## src/hw/rtl/gdn_pkg.sv

```systemverilog
// Package: shared types, constants and date helper functions for the day number unit.
`timescale 1ns / 1ps
`default_nettype none
package gdn_pkg;

   localparam int unsigned QueueDepth = 2;

   typedef enum logic [2:0] {
      ACT_TO_JDN   = 3'd0,
      ACT_ADD      = 3'd1,
      ACT_SUB      = 3'd2,
      ACT_WEEKDAY  = 3'd3,
      ACT_DIFF     = 3'd4,
      ACT_FROM_JDN = 3'd5,
      ACT_RSVD6    = 3'd6,
      ACT_RSVD7    = 3'd7
   } action_type;

   localparam logic [22:0] JdnMin = 23'd1721426;
   localparam logic [22:0] JdnMax = 23'd5373484;

   // Classified item handed from front to back.
   typedef struct packed {
      logic               ok;
      action_type         action;
      logic signed [24:0] jdn;
      logic        [22:0] num;
   } work_type;

   // Quotient by 100 for 15-bit values: multiply by 2^19/100 rounded up.
   function automatic logic [7:0] div100(input logic [14:0] x);
      logic [27:0] p;
      p      = 28'(x) * 28'd5243;
      div100 = 8'(p >> 19);
   endfunction

   // Year leap test; divisible by 400 means century remainder zero and century count mod 4 zero.
   function automatic logic is_leap(input logic [13:0] y);
      logic [7:0]  q100;
      logic [14:0] r100;
      q100    = div100(15'(y));
      r100    = 15'(y) - 15'(q100) * 15'd100;
      is_leap = (y[1:0] == 2'b00) && ((r100 != 15'd0) || (q100[1:0] == 2'b00));
   endfunction

   function automatic logic date_valid(input logic [4:0] d, input logic [3:0] m,
                                       input logic [13:0] y);
      logic [4:0] len;
      case (m)
         4'd1, 4'd3, 4'd5, 4'd7, 4'd8, 4'd10, 4'd12: len = 5'd31;
         4'd4, 4'd6, 4'd9, 4'd11:                   len = 5'd30;
         4'd2:                                       len = is_leap(y) ? 5'd29 : 5'd28;
         default:                                    len = 5'd0;
      endcase
      date_valid = (y >= 14'd1) && (y <= 14'd9999) && (d >= 5'd1) && (d <= len);
   endfunction

   // Gregorian date to Julian day number; date assumed valid.
   function automatic logic [22:0] date_to_jdn(input logic [4:0] d, input logic [3:0] m,
                                                 input logic [13:0] y);
      logic        a;
      logic [14:0] yy;
      logic [3:0]  mm;
      logic [8:0]  mterm;
      logic [7:0]  c100;
      logic [23:0] sum;
      a  = (m <= 4'd2);
      yy = 15'(y) + 15'd4800 - 15'(a);
      mm = a ? (m + 4'd9) : (m - 4'd3);
      // days before the month in a March-based year
      case (mm)
         4'd0:    mterm = 9'd0;
         4'd1:    mterm = 9'd31;
         4'd2:    mterm = 9'd61;
         4'd3:    mterm = 9'd92;
         4'd4:    mterm = 9'd122;
         4'd5:    mterm = 9'd153;
         4'd6:    mterm = 9'd184;
         4'd7:    mterm = 9'd214;
         4'd8:    mterm = 9'd245;
         4'd9:    mterm = 9'd275;
         4'd10:   mterm = 9'd306;
         4'd11:   mterm = 9'd337;
         default: mterm = 9'd0;
      endcase
      c100 = div100(yy);
      sum  = 24'(d) + 24'(mterm) + 24'(yy) * 24'd365 + 24'(yy >> 2)
             - 24'(c100) + 24'(c100 >> 2) - 24'd32045;
      date_to_jdn = sum[22:0];
   endfunction

endpackage
`default_nettype wire

```

## src/hw/rtl/gdn_front.sv

```systemverilog
// Front stage: check dates, build the result day number and register it.
`timescale 1ns / 1ps
`default_nettype none
module gdn_front (
   input  wire logic                  clock,
   input  wire logic                  reset,
   input  wire logic                  in_valid,
   output logic                       in_stall,
   input  wire logic [2:0]            action,
   input  wire logic [4:0]            day,
   input  wire logic [3:0]            month,
   input  wire logic [13:0]           year,
   input  wire logic signed [22:0]    offset_days,
   input  wire logic [22:0]           day_number_in,
   input  wire logic [4:0]            other_day,
   input  wire logic [3:0]            other_month,
   input  wire logic [13:0]           other_year,
   output logic                       out_valid,
   input  wire logic                  out_stall,
   output gdn_pkg::work_type          out_work
);
   logic                a_valid_ff;
   gdn_pkg::action_type a_act_ff;
   logic                a_pv_ff, a_ov_ff;
   logic [22:0]         a_pj_ff, a_oj_ff;
   logic signed [22:0]  a_off_ff;
   logic [22:0]         a_jin_ff;
   logic                pv_in, ov_in;
   logic [22:0]         pj_in, oj_in;
   logic              valid_ff;
   gdn_pkg::work_type work_ff;
   gdn_pkg::work_type work_in;
   gdn_pkg::action_type act;
   logic              adv_a, adv_b;
   logic signed [24:0] res;

   assign act = gdn_pkg::action_type'(action);

   // Step A: check both dates and convert them to day numbers.
   always_comb begin
      pv_in = gdn_pkg::date_valid(day, month, year);
      ov_in = gdn_pkg::date_valid(other_day, other_month, other_year);
      pj_in = gdn_pkg::date_to_jdn(day, month, year);
      oj_in = gdn_pkg::date_to_jdn(other_day, other_month, other_year);
   end

   // Step B: apply the action and check the result range.
   always_comb begin
      res = 25'(signed'({2'b00, a_pj_ff}));
      work_in.ok     = a_pv_ff;
      work_in.action = a_act_ff;
      work_in.num    = 23'd0;
      case (a_act_ff)
         gdn_pkg::ACT_TO_JDN:   work_in.num = a_pj_ff;
         gdn_pkg::ACT_ADD:      res = res + 25'(a_off_ff);
         gdn_pkg::ACT_SUB:      res = res - 25'(a_off_ff);
         gdn_pkg::ACT_WEEKDAY:  ;
         gdn_pkg::ACT_DIFF: begin
            work_in.ok  = a_pv_ff && a_ov_ff;
            work_in.num = (a_pj_ff >= a_oj_ff) ? (a_pj_ff - a_oj_ff) : (a_oj_ff - a_pj_ff);
         end
         gdn_pkg::ACT_FROM_JDN: begin
            work_in.ok = 1'b1;
            res        = 25'(signed'({2'b00, a_jin_ff}));
         end
         default:               work_in.ok = 1'b0;
      endcase
      if ((res < 25'(signed'({2'b00, gdn_pkg::JdnMin})))
          || (res > 25'(signed'({2'b00, gdn_pkg::JdnMax})))) begin
         work_in.ok = 1'b0;
      end
      work_in.jdn = res;
   end

   assign adv_b    = !(valid_ff && out_stall);
   assign adv_a    = !(a_valid_ff && !adv_b);
   assign in_stall = !adv_a;

   always_ff @(posedge clock) begin
      if (reset) begin
         a_valid_ff <= 1'b0;
         valid_ff   <= 1'b0;
      end else begin
         if (adv_a) a_valid_ff <= in_valid;
         if (adv_b) valid_ff   <= a_valid_ff;
      end
      if (adv_a) begin
         a_act_ff <= act;
         a_pv_ff  <= pv_in;
         a_ov_ff  <= ov_in;
         a_pj_ff  <= pj_in;
         a_oj_ff  <= oj_in;
         a_off_ff <= offset_days;
         a_jin_ff <= day_number_in;
      end
      if (adv_b) begin
         work_ff <= work_in;
      end
   end

   assign out_valid = valid_ff;
   assign out_work  = work_ff;
endmodule
`default_nettype wire

```

## config.mk

```make
export PLATFORM = sky130hd
export DESIGN_NAME = gdn_front
export DESIGN_NICKNAME = d
export VERILOG_FILES = /design/src/hw/rtl/gdn_pkg.sv /design/src/hw/rtl/gdn_front.sv
export SDC_FILE = /design/constraint.sdc
export NUM_CORES = 2
export LEC_CHECK = 0
export BUFFER_PORTS_ARGS = -buffer_cell sky130_fd_sc_hd__buf_2
export CAP_MARGIN = 20
export CORE_MARGIN = 8
export CORE_UTILIZATION = 47
export DETAILED_ROUTE_END_ITERATION = 10
export PLACE_DENSITY = 0.59
export SLEW_MARGIN = 25
export SYNTH_ARGS = -nofsm -noshare
export SYNTH_HDL_FRONTEND = slang
export SYNTH_SLANG_ARGS = --single-unit
```

## constraint.sdc

```tcl
create_clock -name clock -period 15.7 [get_ports clock]
set_input_delay 0.785 -clock clock [delete_from_list [all_inputs] [get_ports clock]]
set_output_delay 0.785 -clock clock [all_outputs]
set_load 0.005 [all_outputs]
```

### Yosys cells after proc, flatten, opt, wreduce, memory -nomap -nowiden

Memories as Yosys holds them, arrays and structs flattened.
Cells that the tools add are included.

| storage, ports and cells | value |
|---|---|
| word-level logic and storage cells | 127 |
| register bits | 151 |
| ROM bits | 288 |
| output and inout port bits | 54 |
| bits of input ports | 99 |
| memories | 2 |

Memory list:

| name | depth | width | read ports | clocked after memory_dff | write ports | line | RTL |
|---|---|---|---|---|---|---|---|
| (no name shown) | 16 | 9 | 1 | 0 | 0 | gdn_pkg.sv:71 | `case (mm)` |
| (no name shown) | 16 | 9 | 1 | 0 | 0 | gdn_pkg.sv:71 |  |

| cells by class | value |
|---|---|
| multipliers | 8 |
| multiplexer cells | 10 |
| equality and inequality tests | 29 |
| $lt $le $gt $ge | 13 |
| reductions and logical operators | 26 |
| $add $sub $neg | 26 |

Operators by type and width:

| cell | count |
|---|---|
| $pmux 25 s3 | 1 |
| $mul 14x13->27 const B | 2 |
| $mul 15x13->27 const B | 2 |
| $add 10x23->23 | 2 |
| $add 23x13->23 | 2 |
| $add 23x6->23 | 2 |
| $mul 15x9->23 const B | 2 |
| $pmux 23 s2 | 1 |
| $sub 23x15->23 const B | 2 |
| $sub 23x23->23 | 2 |
| $sub 23x8->23 | 2 |
| $eq 4x4->1 const B | 10 |
| $eq 4x3->1 const B | 8 |
| $add 14x13->15 const B | 2 |
| $pmux 5 s3 | 2 |
| $reduce_bool 15->1 | 2 |
| $sub 14x15->15 | 2 |
| $sub 15x1->15 | 2 |
| $ge 14x1->1 const B | 2 |
| $le 14x14->1 const B | 2 |
| $mul 8x5->13 const B | 2 |
| $add 24x23->25 | 1 |
| $gt 25x24->1 const B | 1 |
| $lt 25x22->1 const B | 1 |
| other kinds (23) | 55 |

### Longest topological paths before layout

| depth | value |
|---|---|
| depth in word-level cells | 10 |
| mapped depth | 59 |
| gate-level depth less buffers | 57 |

### Worst setup path before layout

No wires, ideal clock.

| path | value |
|---|---|
| path kind | in2reg |
| from | input port other_month[1] |
| to | register a_oj_ff[21] (data pin) |
| setup time | 265 ps |
| slack | 2271 ps |
| buffers on the path | 2 |
| arrival time | 13164 ps |
| required time | 15435 ps |
| cell stages on the path | 54 |
| path through | clkbuf_1 clkbuf_1 a211oi_1 ha_1 inv_1 ha_1 fa_1 nor2b_1 o21ai_0 nand2b_1 a21o_1 nand2_1 nand3b_1 a211oi_1 o21bai_1 a21oi_1 xnor2_1 ha_1 [... 18 more ...] inv_1 fa_1 inv_1 fa_1 inv_1 fa_1 inv_1 ha_1 a21o_1 a21oi_1 o21ai_0 o41ai_1 o21ai_0 o2111ai_1 nand3_1 a31oi_1 o21ai_0 xor2_1 |

| between the ends | value |
|---|---|
| cells in the longest elaborated chain, start to end | 9 |
| elaborated cells on any way between the ends | 14 |
| classes of those cells | add/sub (9); mul (2); order compare (1); mux (1); memory (1) |

Ends and longest elaborated chain:

| element | line | RTL |
|---|---|---|
| start: declaration | gdn_front.sv:16 | `input wire logic [3:0] other_month,` |
| parallel branches: the longest is 7 deep, another holds $mul 15x9->23 | -- |  |
| $add 23x6->23 (*) | gdn_pkg.sv:88 | `- 24'(c100) + 24'(c100 >> 2) - 24'd32045;` |
| $sub 23x15->23 (*) | gdn_pkg.sv:88 |  |
| named net oj_in[21] | gdn_front.sv:29 | `logic [22:0] pj_in, oj_in;` |
| end signal: assignment | gdn_front.sv:92 | `a_oj_ff <= oj_in;` |
| end: declaration | gdn_front.sv:25 | `logic [22:0] a_pj_ff, a_oj_ff;` |

Mark *: on every way through the listed nets, which the timed path passes.
A chain may end at the register's enable or synchronous reset.

### Final worst setup path

| path | value |
|---|---|
| from | input port month[0] |
| to | register a_pj_ff[22] (data pin) |

| between the ends | value |
|---|---|
| cells in the longest elaborated chain, start to end | 9 |
| elaborated cells on any way between the ends | 14 |
| classes of those cells | add/sub (9); mul (2); order compare (1); mux (1); memory (1) |

Ends and longest elaborated chain:

| element | line | RTL |
|---|---|---|
| start: declaration | gdn_front.sv:11 | `input wire logic [3:0] month,` |
| parallel branches: the longest is 7 deep, another holds $mul 15x9->23 | -- |  |
| $add 23x6->23 (*) | gdn_pkg.sv:88 |  |
| $sub 23x15->23 (*) | gdn_pkg.sv:88 |  |
| named net pj_in[22] | gdn_front.sv:29 |  |
| end signal: assignment | gdn_front.sv:91 | `a_pj_ff <= pj_in;` |
| end: declaration | gdn_front.sv:25 |  |

Marks and branches as above.

==> run metrics <==
TritonCTS sink count=151; most frequent cell on the critical path=fa_1; routed wl met2=41.6 mm; post-synthesis instance area=36300 um2; crit path DAT=14330 ps; Post-synth EDFFs=149; clock tree from TritonCTS=built; fmax=0.0711 GHz; first-pass iteration count of the detailed router=5; kind of end point of the critical path=flip-flop; final layout net count=5319; number of nets produced by synthesis=5181; cell with the largest stage delay on the worst path=xor2_1; Tightest Pin Transition=1130 ps; Clock Latency Late Sink=450 ps; count of boundary I/O pins=153; proportion of synthesized chip area in sequential cells=0.124; Clock Root Buffer=clkbuf_16; final worst-path setup slack=1640 ps; effective utilization at floorplan=0.472; critical path's top delay family=adder cells; post-placement cell count=4993; PortBufs=152; launching element type of the critical path=input pin; setup repair after global routing missed its margin=false; final WL=94.1 mm; detailed-route wire length per cell=18.7 um; compound-gate portion of the synthesized area=0.113; sum of overflow across all layers after global routing=0; die area=86400 um2; post-layout minimum cycle time=14060 ps; number of flip-flops and latches in the synthesized netlist=151; Routed met1 length=45.1 mm; via count of the first global-routing pass=27200; # H-tree levels=4; Max-cap violations=0; antenna-violating nets left=0; final estimated routing congestion in global placement=0.963; maximum count of clock buffers along a single path=2; mux share of post-synthesis cell area=0.00713; cell row count=102; number of antenna violations at the first check in global routing=7; result of the run=finished, final reports clean; Die H=294 um; required time of the critical path=15960 ps; width of the die=294 um; Via-to-Cell Ratio=5.28; CTS Buf Count=17; Worst slew margin=0.249; proportion of layout cells with a drive suffix above 1=0.0635; global-route total usage across every layer=0.220; vias=26500; final setup skew=13.2 ps; main combinational cell family by area after synthesis=adder cells; Buffers & Inverters on Critical Path=10; HPWL Detailed=81.1 mm; number of distinct standard cells referenced by the synthesized netlist=88; global-route wire length before repair=151 mm; Slew Viols, Final=0; class of the most critical hold timing path=input pin to flip-flop; adder-cell area share of the yosys netlist=0.524; commonest register cell after synthesis=edfxtp_1; Layout Area Growth over Synthesis=7.29%; Setup Buffers After CTS=0; fraction of synthesized cell area in xor and xnor cells=0.0441; simple-gate area share of the yosys netlist=0.0784; post-placement setup slack=1240 ps; share of flip-flops with an asynchronous set or reset after synthesis=0; DRC violation count after routing=0; final critical-path share of the clock period=0.896; Worst Path Class, Setup=input pin to flip-flop; Std-Cell Core Area=77000 um2; Critical Path Fanout Max=17; number of cells upsized or downsized after cts=0; hold buffers post-CTS=0; met3 wire len=5.99 mm; max layer used=met5; endpoints failing hold=0; Syn. warnings=0; maximum cell stage delay along the critical path=700 ps; setup violators final=0; clock edge transition at the registers on the reported setup and hold paths=70 ps; Layout Cells excl Fill=5027; setup TNS=0 ps; drt initial violations=1620; number of cells produced by synthesis=3834; pin count of the biggest net entering global routing=60; Mapped Avg Cell Area=9.47 um2
==> layout by cell type, fill, tap and decap left out, types with 13 or more instances in the layout <==
master     synthesis  final
o21bai_1          29     29
buf_4              0     20
a21o_1            53     53
nand3_1           47     46
nand4_1           13     13
mux2i_1           18     18
nand2_1          137    136
o21ai_0          115    115
a211oi_1          34     34
or3_1             16     16
nand2b_1          43     43
xor2_1            68     67
inv_1            997    997
ha_1             793    793
edfxtp_1         149    149
o21a_1            34     34
o211ai_1          19     19
a21oi_1          176    176
fa_1             455    455
xnor2_1          115    113
nor2b_1           34     34
buf_2             11    152
clkbuf_16          0     17
a31oi_1           23     23
nor3_1            56     56
and3_1            23     23
nor2_1           111    109
==> worst reg2reg max path, delay by kind of cell, from the launching register on <==
kind	cells	cell delay [ps]
flip-flops	1	330
buffers and inverters	2	1060
AND/OR/NAND/NOR	6	1870
AO/OA/AOI/OAI	7	1760
adder cells (fa/ha/maj)	1	350
XOR/XNOR	1	180
==> synth_stat cells, types with 7 or more instances <==
library cell | number | area [um2]
nor3_1 | 56 | 280
and2_1 | 12 | 75.1
a2111oi_0 | 10 | 87.6
nor2_1 | 111 | 417
o22ai_1 | 7 | 43.8
nand2_1 | 137 | 514
or3_1 | 16 | 100
a221oi_1 | 7 | 61.3
a22oi_1 | 12 | 90.1
nor4_1 | 7 | 43.8
inv_1 | 997 | 3740
a21o_1 | 53 | 398
fa_1 | 455 | 9110
mux2i_1 | 18 | 180
xor2_1 | 68 | 596
o31ai_1 | 12 | 90.1
o41ai_1 | 8 | 70.1
buf_2 | 11 | 55.1
nor2b_1 | 34 | 213
ha_1 | 793 | 9920
a211oi_1 | 34 | 255
clkbuf_1 | 39 | 146
o21bai_1 | 29 | 218
nand2b_1 | 43 | 269
a31oi_1 | 23 | 144
a21boi_0 | 8 | 60.1
xnor2_1 | 115 | 1010
o21ai_0 | 115 | 576
and3_1 | 23 | 144
o211ai_1 | 19 | 143
nand3_1 | 47 | 235
or4_1 | 12 | 90.1
nand3b_1 | 7 | 52.6
o21a_1 | 34 | 255
edfxtp_1 | 149 | 4470
nand4_1 | 13 | 81.3
a21oi_1 | 176 | 881
or2_2 | 10 | 62.6
==> path summary, 6_finish.rpt <==
| check | from | endpoint | slack, ps | cells after the start |
|---|---|---|---|---|
| max | month[0] | a_pj_ff[22] | 1640 | 52 |
| min | reset | out_valid | 500 | 2 |
| max reg2reg | a_act_ff[0] | out_work[51] | 9900 | 17 |
| min reg2reg | a_valid_ff | out_valid | 530 | 2 |
==> logic make-up (layout without fill, tap and decap cells) <==
family | count (synthesis) | in the layout
adders and majority gates | 1248 | 1248
buffers and inverters | 1051 | 1202
AOI/OAI and AO/OA | 620 | 620
and+or+nand+nor | 556 | 556
xor gates and xnor gates | 183 | 183
DFF | 151 | 151
muxes | 25 | 25
other | 0 | 2
==> routing by layer <==
layer | up-vias | GRT usage
li1 | 12900 | -
met1 | 12900 | 0.317
met2 | 647 | 0.353
met3 | 88 | 0.0361
met4 | 10 | 0.0364
met5 | - | 0
==> flip-flops by register name, indices dropped and copies added, names as in the netlist <==
register and cells:
out_work 52, a_jin_ff 23, a_off_ff 23, a_oj_ff 23, a_pj_ff 23, a_act_ff 3
a_ov_ff 1, a_pv_ff 1, a_valid_ff 1, out_valid 1
==> through the flow <==
step           utilization  hold WS (ps)  cell area (um2)
3_3_place_gp         0.498           512            38300
6_report             0.506           496            39000
4_1_cts              0.506           474            38900
5_1_grt              0.506           482            39000
2_1_floorplan            -           437            36300
3_5_place_dp         0.498           517            38300
==> cell type report <==
| class | instances | area, um2 |
|---|---|---|
| Antenna cell | 2 | 5.00 |
| Clock buffer | 17 | 425 |
| Clock inverter | 15 | 174 |
| Fill cell | 7255 | 38000 |
| Inverter | 998 | 3750 |
| Multi-Input combinational cell | 2632 | 27900 |
| Sequential cell | 151 | 4510 |
| Tap cell | 1040 | 1300 |
| Timing Repair Buffer | 172 | 911 |
Power is left out: the tool's default activity adds up to more than one toggle a clock period on the data nets, which glitch-free logic cannot reach.
