`src/hw/rtl/gdn_pkg.sv`:
```
// Package: shared types, constants and date helper functions for the day number unit.
`timescale 1ns / 1ps
`default_nettype none
package gdn_pkg;

   localparam int unsigned QueueDepth = 2;

   typedef enum logic [2:0] {
      ACT_TO_JDN   = 3'd0,
      ACT_ADD      = 3'd1,
      ACT_SUB      = 3'd2,
      ACT_WEEKDAY  = 3'd3,
      ACT_DIFF     = 3'd4,
      ACT_FROM_JDN = 3'd5,
      ACT_RSVD6    = 3'd6,
      ACT_RSVD7    = 3'd7
   } action_type;

   localparam logic [22:0] JdnMin = 23'd1721426;
   localparam logic [22:0] JdnMax = 23'd5373484;

   // Classified item handed from front to back.
   typedef struct packed {
      logic               ok;
      action_type         action;
      logic signed [24:0] jdn;
      logic        [22:0] num;
   } work_type;

   // Quotient by 100 for 15-bit values: multiply by 2^19/100 rounded up.
   function automatic logic [7:0] div100(input logic [14:0] x);
      logic [27:0] p;
      p      = 28'(x) * 28'd5243;
      div100 = 8'(p >> 19);
   endfunction

   // Year leap test; divisible by 400 means century remainder zero and century count mod 4 zero.
   function automatic logic is_leap(input logic [13:0] y);
      logic [7:0]  q100;
      logic [14:0] r100;
      q100    = div100(15'(y));
      r100    = 15'(y) - 15'(q100) * 15'd100;
      is_leap = (y[1:0] == 2'b00) && ((r100 != 15'd0) || (q100[1:0] == 2'b00));
   endfunction

   function automatic logic date_valid(input logic [4:0] d, input logic [3:0] m,
                                       input logic [13:0] y);
      logic [4:0] len;
      case (m)
         4'd1, 4'd3, 4'd5, 4'd7, 4'd8, 4'd10, 4'd12: len = 5'd31;
         4'd4, 4'd6, 4'd9, 4'd11:                   len = 5'd30;
         4'd2:                                       len = is_leap(y) ? 5'd29 : 5'd28;
         default:                                    len = 5'd0;
      endcase
      date_valid = (y >= 14'd1) && (y <= 14'd9999) && (d >= 5'd1) && (d <= len);
   endfunction

   // Gregorian date to Julian day number; date assumed valid.
   function automatic logic [22:0] date_to_jdn(input logic [4:0] d, input logic [3:0] m,
                                                 input logic [13:0] y);
      logic        a;
      logic [14:0] yy;
      logic [3:0]  mm;
      logic [8:0]  mterm;
      logic [7:0]  c100;
      logic [23:0] sum;
      a  = (m <= 4'd2);
      yy = 15'(y) + 15'd4800 - 15'(a);
      mm = a ? (m + 4'd9) : (m - 4'd3);
      // days before the month in a March-based year
      case (mm)
         4'd0:    mterm = 9'd0;
         4'd1:    mterm = 9'd31;
         4'd2:    mterm = 9'd61;
         4'd3:    mterm = 9'd92;
         4'd4:    mterm = 9'd122;
         4'd5:    mterm = 9'd153;
         4'd6:    mterm = 9'd184;
         4'd7:    mterm = 9'd214;
         4'd8:    mterm = 9'd245;
         4'd9:    mterm = 9'd275;
         4'd10:   mterm = 9'd306;
         4'd11:   mterm = 9'd337;
         default: mterm = 9'd0;
      endcase
      c100 = div100(yy);
      sum  = 24'(d) + 24'(mterm) + 24'(yy) * 24'd365 + 24'(yy >> 2)
             - 24'(c100) + 24'(c100 >> 2) - 24'd32045;
      date_to_jdn = sum[22:0];
   endfunction

endpackage
`default_nettype wire

```
`src/hw/rtl/gdn_queue.sv`:
```
// Short FIFO between front and back stages.
`timescale 1ns / 1ps
`default_nettype none
module gdn_queue #(
   parameter int unsigned Depth = gdn_pkg::QueueDepth
) (
   input  wire logic              clock,
   input  wire logic              reset,
   input  wire logic              in_valid,
   output logic                   in_stall,
   input  wire gdn_pkg::work_type in_work,
   output logic                   out_valid,
   input  wire logic              out_stall,
   output gdn_pkg::work_type      out_work
);
   localparam int unsigned Aw = (Depth > 1) ? $clog2(Depth) : 1;
   gdn_pkg::work_type      mem_ff [Depth];
   logic [Aw-1:0]          wr_ff, rd_ff;
   logic [Aw:0]            cnt_ff;
   logic                   push, pop;

   assign in_stall  = (cnt_ff == (Aw+1)'(Depth));
   assign out_valid = (cnt_ff != '0);
   assign push      = in_valid && !in_stall;
   assign pop       = out_valid && !out_stall;
   assign out_work  = mem_ff[rd_ff];

   always_ff @(posedge clock) begin
      if (reset) begin
         wr_ff  <= '0;
         rd_ff  <= '0;
         cnt_ff <= '0;
      end else begin
         if (push) begin
            wr_ff <= (wr_ff == Aw'(Depth - 1)) ? '0 : wr_ff + Aw'(1);
         end
         if (pop) begin
            rd_ff <= (rd_ff == Aw'(Depth - 1)) ? '0 : rd_ff + Aw'(1);
         end
         cnt_ff <= cnt_ff + (Aw+1)'(push) - (Aw+1)'(pop);
      end
      if (push) begin
         mem_ff[wr_ff] <= in_work;
      end
   end
endmodule
`default_nettype wire

```
`config.mk`:
```
export PLATFORM = sky130hd
export DESIGN_NAME = gdn_queue
export DESIGN_NICKNAME = d
export VERILOG_FILES = /design/src/hw/rtl/gdn_pkg.sv /design/src/hw/rtl/gdn_queue.sv
export SDC_FILE = /design/constraint.sdc
export NUM_CORES = 1
export LEC_CHECK = 0
export BUFFER_PORTS_ARGS = -buffer_cell sky130_fd_sc_hd__buf_2
export CAP_MARGIN = 20
export CORE_MARGIN = 2
export CORE_UTILIZATION = 39
export CTS_CLUSTER_SIZE = 16
export DETAILED_ROUTE_END_ITERATION = 6
export SETUP_SLACK_MARGIN = 0.5
export SLEW_MARGIN = 20
export SYNTH_ARGS = -nofsm -noshare
export SYNTH_HDL_FRONTEND = slang
export SYNTH_SLANG_ARGS = --single-unit
```
`constraint.sdc`:
```
create_clock -name clock -period 2.7 [get_ports clock]
set_input_delay 0.27 -clock clock [delete_from_list [all_inputs] [get_ports clock]]
set_output_delay 0.27 -clock clock [all_outputs]
set_load 0.005 [all_outputs]
```
Word-level counts from Yosys, hierarchy flattened
Memory sizes are Yosys's and may differ from the RTL's. A register that Yosys moved wholly into a read port is not among the register bits. Index checks and enable logic that the tools add are counted.

Register bits: 4. Bits in latches: 0. Bits in writable memories: 104. ROM bits: 0. Input port bits: 56. Output and inout port bits: 54. Word-level logic and storage cells: 20. Memories: 1.

Memory list: mem_ff (depth 2, bits a word 52, rd ports 1, clocked after memory_dff 1, write ports 1, line gdn_queue.sv:17) `gdn_pkg::work_type mem_ff [Depth];`.

Add/sub/neg operators: 4. Multiply operators: 0. Divide/modulo/power cells: 0. Magnitude comparators: 0. Eq/ne operators: 1. Shift operators: 0. Multiplexer cells: 6. Bitwise logic cells: 0. Reduce and logical (&&, ||, !) cells: 5.

Operators by type and width (number): 1-bit 2-to-1 mux (6); 1-bit adder, second input constant (2); 2-bit by 1-bit adder with 2-bit output (1); 2-bit equality test, second input constant (1); 1-bit logical AND (2); 1-bit zero test (2); 2-bit nonzero test (1); 2-bit by 1-bit subtractor with 2-bit output (1).

Logic depth before layout (Yosys ltp)
Gate-level depths: netlist (run 1).

Depth after elaboration: 5. Gate-level depth with buffers: 8. Gate-level depth less buffers: 8.

Worst setup path after synthesis (run 1)
OpenSTA, ideal clock, no wires.

Kind: flip-flop to flip-flop. Start: register cnt_ff[0]. End: memory mem_ff[0][0] (netlist bit), enable pin. Library setup time: 0.406 ns. Data arrival time: 1.849 ns. Slack: 0.444 ns. Cell stages (with the launch flop): 5. Buffers on the path: 0. Path through: dfxtp_1 nand2b_2 inv_2 or3_1 inv_1.

Cells in the longest elaborated chain, start to end: 5.

Ends and longest elaborated chain: start: declaration (line gdn_queue.sv:19) `logic [Aw:0] cnt_ff;`; start signal: assignment (line gdn_queue.sv:40) `cnt_ff <= cnt_ff + (Aw+1)'(push) - (Aw+1)'(pop);`; 2-bit equality test (line gdn_queue.sv:22) `assign in_stall = (cnt_ff == (Aw+1)'(Depth));`; named net in_stall (line gdn_queue.sv:10) `output logic in_stall,`; 1-bit zero test (line gdn_queue.sv:24) `assign push = in_valid && !in_stall;`; 1-bit logical AND (line gdn_queue.sv:24); 1-bit 2-to-1 mux (line gdn_queue.sv:42) `if (push) begin`; 1-bit 2-to-1 mux (not written as such) (line gdn_queue.sv:43) `mem_ff[wr_ff] <= in_work;`; end: declaration (line gdn_queue.sv:17).

The timed path passes the listed nets, and every way through them passes these cells.

==> flow_summary_export.csv, run 1 <==
group,metric,value,unit
outcome,outcome,"complete, no violations",
die,initial_core_util,39.54,%
timing,min_period,1.977,ns
timing,fin_tns_setup,0,ns
timing,rsz0062_at_grt,"false",
worst_setup_path,path_cells,"buf_4 > mux2_2 > buf_2",
worst_setup_path,critPathArrivalTime,1.71,ns
die,ios,110,
grt,first_global_vias,2164,
place,portBuffers,109,
clocking,worst_skew_pair.late_latency,0.36,ns
clocking,root_buffer,"clkbuf_8",
cells_and_area,drive_gt1_share,58.47,%
worst_setup_path,crit_path_top_delay_cell,"dfxtp_4",
detailed_routing,drtPass1Iterations,4,
worst_setup_path,critPathLaunchType,"register",
synthesis,synth_warnings,0,
die,fp.dieH,105.4,µm
worst_setup_path,cp_num_buf_inv,2,
worst_hold_path,min-delay-start,"in_work[13]",
synthesis,ys_seq_area_share,80.40,%
cells_and_area,final_cell_mix,"buf_2, edfxtp_1, mux2_2",
timing,clock_skew,0.01161,ns
die,die_w,105.4,µm
clocking,numCtsBuffers,9,
timing,tightest_slew,0.3027,ns
clocking,cts_tree,"done",
detailed_routing,vias,2047,
clocking,cts_setup_buffers,0,
worst_hold_path,min_path_type,"in2reg",
timing,fmax,505.8,MHz
cells_and_area,final_nets,367,
place,place_area,4725,µm²
place,hpwl,4358,µm
timing,finalHoldViolCount,0,
detailed_routing,drtIter0Drc,85,
cells_and_area,final_common_cell,"buf_2",
die,coreArea,10140,µm²
synthesis,syn_area,4009,µm²
detailed_routing,topRoutingLayerUsed,"met4",
synthesis,syn_nets,249,
power,cellPowerDensity,859.6,nW/µm²
synthesis,synthCells,191,
timing,slew_headroom,79.82,%
cells_and_area,final_cells,449,
timing,setup_violations,0,
place,dp_cells,434,
worst_setup_path,crit_family,"flip-flops",
detailed_routing,via_per_inst,4.559,
worst_setup_path,required,2.43,ns
die,rows,37,
place,gp_congestion,0.6727,
detailed_routing,wl,6813,µm
detailed_routing,drc,0,
timing,maxSlewViolCount,0,
grt,grt_pass1_wl,10610,µm
cells_and_area,fillers,869,
detailed_routing,avgRoutedWirePerCell,15.17,µm
run,max-cap-violations,0,
worst_setup_path,cp_max_fo,21,
clocking,cts_sinks,109,
worst_setup_path,max_stage_delay,0.53,ns
timing,holdWs,0.09398,ns
cells_and_area,multi_input_area,706.9,µm²
synthesis,synth.distinct_cells,19,
detailed_routing,wl_met3,477,µm
cells_and_area,seqCellArea,3227,µm²
power,leakagePower,1.845,nW
detailed_routing,drt-met1-wl,2863,µm
cells_and_area,diodes,0,
power,irDropWorstVdd,458.5,µV
synthesis,ys_ff_latch,109,
clocking,cts_hold_buf,0,
synthesis,syn_area_per_cell,20.99,µm²
die,dieArea,11110,µm²
clocking,cts_buffer_depth,2,
grt,grtUsageTotal,12.74,%
cells_and_area,final_area,4931,µm²
worst_setup_path,endpoint_kind,"output pin",
cells_and_area,areaGrowthSynthToFinish,23.00,%
detailed_routing,wl_met2,3350,µm
grt,antenna_found_initial,0,
clocking,clkTransAtPathRegs,0.10,ns
grt,grt_max_degree,53,
worst_setup_path,r2r_start,"cnt_ff[1]",
grt,overflow,0,
detailed_routing,final_antenna_net_count,0,
clocking,h-tree-depth,3,
clocking,post_cts_resized,1,
worst_setup_path,crit_type,"reg2out",
timing,period_share,73.22,%
## logic make-up after synthesis
kind of cell             count (synthesis)  share of synthesized area (%)
flip-flops                             109                          80.40
buffers and inverters                   11                          1.997
AO/OA/AOI/OAI                            5                         0.6241
multiplexers                            52                          14.61
AND/OR/NAND/NOR                         11                          1.529
adder cells (fa/ha/maj)                  2                         0.6241
XOR/XNOR                                 1                         0.2185
## final cells by class
class,instances,share of cell area (%)
sequential,109,65.44
multi-input combinational,71,14.34
timing repair buffer,113,12.18
tap,136,3.451
clock buffer,10,2.588
clock inverter,5,1.548
inverter,5,0.4567
## metal layers
layer,global-route usage (%),vias up
met1,14.88,996
met5,0,-
met3,4.329,11
met4,5.714,0
li1,-,973
met2,21.24,67
## registers in the layout (all words and copies together) (netlist names), named ones only
name    flops
cnt_ff      2
mem_ff    104
rd_ff       1
wr_ff       1
## where the power goes
group	internal [mW]	switching, mW	leakage (nW)
Clock	0.514	0.502	0.101
Combinational	0.514	0.463	0.730
Sequential	2.15	0.0930	1.01
## cells in the mapped netlist
| cell type | count | area, µm² |
|---|---|---|
| edfxtp_1 | 104 | 3123 |
| mux2_2 | 52 | 585.6 |
| buf_6 | 5 | 56.30 |
| dfxtp_1 | 5 | 100.1 |
| inv_1 | 4 | 15.01 |
| a21oi_1 | 3 | 15.01 |
| nor2_1 | 3 | 11.26 |
| ha_1 | 2 | 25.02 |
| o21ai_0 | 2 | 10.01 |
| or3_1 | 2 | 12.51 |
| and2_2 | 1 | 7.510 |
| and3_1 | 1 | 6.260 |
| buf_2 | 1 | 5.000 |
| inv_2 | 1 | 3.750 |
| nand2_1 | 1 | 3.750 |
| nand2b_2 | 1 | 8.760 |
| nor2b_1 | 1 | 6.260 |
| nor3_1 | 1 | 5.000 |
| xor2_1 | 1 | 8.760 |
## through the flow
stage / utilization [%] / total power, mW / setup slack, ns
floorplan: - / 2.869 / 0.5303
CTS: 48.64 / 4.315 / 0.6656
detailed placement: 46.60 / 3.288 / 0.8917
global placement: 46.60 / 3.278 / 0.8742
global route: 48.64 / 4.483 / 0.5900
finish: 48.64 / 4.238 / 0.7230
## final timing paths
| kind | end | cells past startpoint | slack [ns] |
|---|---|---|---|
| max reg2reg | cnt_ff[1] | 8 | 1.03 |
| max | out_work[43] | 3 | 0.72 |
| min | mem_ff[1][13] | 1 | 0.09 |
| min reg2reg | wr_ff | 2 | 0.51 |
(Power assumes the default switching activity.)
==> run 2: changes to the inputs <==
ABC_AREA = 1   (was not set)
clock period = 1.9 ns   (was 2.7 ns; I/O delays follow)
==> flow_summary_export.csv, run 2 <==
group,metric,value,unit
worst_setup_path,cp_num_buf_inv,3,
synthesis,ys_ff_latch,109,
cells_and_area,finish.utilization,57.22,%
synthesis,ys.flop_type,"edfxtp_1",
cells_and_area,drive_gt1_share,54.78,%
clocking,cts_tree,"done",
power,cellPowerDensity,1170,nW/µm²
die,die_w,108.5,µm
die,initial_core_util,39.64,%
detailed_routing,final_antenna_net_count,0,
worst_setup_path,endpoint_kind,"output pin",
grt,first_global_vias,2303,
die,fp.dieH,108.5,µm
timing,finalHoldViolCount,0,
timing,fmax,596.0,MHz
cells_and_area,final_cells,527,
cells_and_area,diodes,0,
worst_setup_path,max_stage_delay,0.37,ns
synthesis,ys_seq_area_share,75.68,%
die,rows,38,
synthesis,yosys.area.top_type_share,73.33,%
run,max-cap-violations,0,
synthesis,yosys.area.top_type,"edfxtp_1",
timing,min_period,1.678,ns
grt,grt_pass1_wl,11360,µm
synthesis,yosysMostFrequentCell,"edfxtp_1",
detailed_routing,via_per_inst,4.524,
place,hpwl,4450,µm
cells_and_area,largest_reg_flops,104,
worst_setup_path,crit_cells,4,
detailed_routing,wl,8057,µm
worst_setup_path,critPathLaunchType,"register",
worst_setup_path,critPathArrivalTime,1.49,ns
clocking,h-tree-depth,3,
detailed_routing,avgRoutedWirePerCell,15.29,µm
worst_setup_path,ff2ff_path_depth,10,
die,dieArea,11770,µm²
place,portBuffers,109,
place,dp_cells,449,
synthesis,syn_area,4259,µm²
cells_and_area,final_cell_mix,"edfxtp_1, buf_2, mux2_4",
cells_and_area,areaGrowthSynthToFinish,44.36,%
synthesis,synth.area.top_cells,"edfxtp_1, mux2_4, buf_12, dfxtp_1, inv_1",
detailed_routing,drtPass1Iterations,4,
timing,maxSlewViolCount,0,
timing,setup_violations,0,
worst_hold_path,min_path_type,"in2reg",
place,gp_congestion,0.7354,
grt,antenna_found_initial,0,
worst_setup_path,crit_path_top_delay_cell,"dfxtp_4",
worst_setup_path,required,1.71,ns
clocking,cts_buffer_depth,2,
synthesis,yosys-top-cells-count,"edfxtp_1, mux2_4, inv_1",
clocking,root_buffer,"clkbuf_8",
power,leakagePower,2.447,nW
synthesis,syn_area_per_cell,21.19,µm²
power,total_power,7.192,mW
synthesis,synth_warnings,0,
grt,grtUsageTotal,13.35,%
cells_and_area,reg.largest.list,"mem_ff (104), cnt_ff (2)",
timing,fin_tns_setup,0,ns
timing,period_share,88.30,%
timing,slew_headroom,79.87,%
timing,clock_skew,0.006126,ns
worst_hold_path,worstHoldPathCells,1,
grt,overflow,0,
synthesis,synth.distinct_cells,12,
power,irDropWorstVdd,696.4,µV
cells_and_area,final_common_cell,"edfxtp_1",
worst_setup_path,crit_family,"buffers and inverters",
clocking,clkTransAtPathRegs,0.09,ns
clocking,numCtsBuffers,9,
die,coreArea,10750,µm²
detailed_routing,vias,2384,
worst_setup_path,path_cells,"buf_12 > buf_16 > mux2_4 > buf_2",
outcome,outcome,"complete, no violations",
grt,grt_max_degree,53,
clocking,cts_sinks,109,
synthesis,synth-edff-count,104,
timing,holdWs,0.03319,ns
synthesis,synthCells,201,
synthesis,syn_nets,259,
synthesis,synthArstFlopShare,0,%
detailed_routing,drtIter0Drc,62,
cells_and_area,final_nets,440,
die,ios,110,
detailed_routing,drc,0,
worst_setup_path,cp_max_fo,9,
clocking,worst_skew_pair.late_latency,0.37,ns
worst_setup_path,crit_type,"reg2out",
timing,rsz0062_at_grt,"true",
timing,tightest_slew,0.3019,ns
cells_and_area,largest_register,"mem_ff",
[run 2: changes by cell type in the layout (fill, tap and decap cells not counted), moves of 3 or more]
cell | previous run | this run
mux2_2 | 52 | 0
buf_16 | 0 | 6
buf_2 | 109 | 84
nor2_1 | 3 | 6
nand2_1 | 1 | 4
buf_6 | 0 | 27
dlygate4sd3_1 | 0 | 51
mux2_4 | 0 | 52
inv_1 | 3 | 6
[run 2: stage by stage]
stage	instance area (µm²)	setup WS, ns
final	6148	0.2223
after global routing	6148	0.1630
after CTS	6031	0.1934
after detailed placement	4964	0.4280
after global placement	4964	0.4877
after floorplan	4288	0.1902
[run 2: logic make-up (layout without fill, tap and decap cells)]
logic type      after synthesis  after routing  share of synthesized area [%]
flops                       109            109                          75.68
mux                          52             52                          18.16
simple gates                 20             20                          1.851
buf+inv                      16            202                          3.496
fa+ha+maj                     2              2                         0.5875
compound gates                2              2                         0.2350
[run 2: final cells by class]
class / count / area [µm²]
Clock buffer: 9 / 123.9
Timing Repair Buffer: 176 / 1515
Tap cell: 140 / 175.2
Sequential cell: 109 / 3232
Clock inverter: 7 / 95.09
Fill cell: 855 / 4597
Inverter: 10 / 41.29
Multi-Input combinational cell: 76 / 965.9
[run 2: final timing paths]
| path | slack, ns | to | from |
|---|---|---|---|
| max | 0.22 | out_work[2] | register |
| min | 0.03 | mem_ff[0][20] | in_work[20] |
| max reg2reg | 0.47 | cnt_ff[1] | cnt_ff[0] |
| min reg2reg | 0.52 | rd_ff | rd_ff |
[run 2: layer usage]
metal,share of wire (%),routed length [µm],global-route usage [%]
met1,42,3401,15.94
met2,52,4179,22.46
met3,5.0,403,4.461
met4,0.89,72,4.945
met5,0,0,0
[run 2: what timing repair did]
action                                  CTS  global route
cloned                                    5             1
endpoints found under the setup margin   66            75
setup buffers                             4             1
resized for setup                        38            13
hold buffers                             48             3
hold endpoints to repair                 91             5
pin swaps                                 4             4
[run 2: worst register-to-register path: cells and delay by family, from the launching register on]
family | cells | cell delay [ns]
buffers and inverters | 3 | 0.15
flip-flops | 1 | 0.38
AO/OA/AOI/OAI | 1 | 0.13
AND/OR/NAND/NOR | 4 | 0.28
adder cells (fa/ha/maj) | 2 | 0.42
[run 2: where the power goes]
group / internal (mW) / switching, mW
Sequential: 3.06 / 0.115
Clock: 0.747 / 0.761
Combinational: 1.51 / 0.999
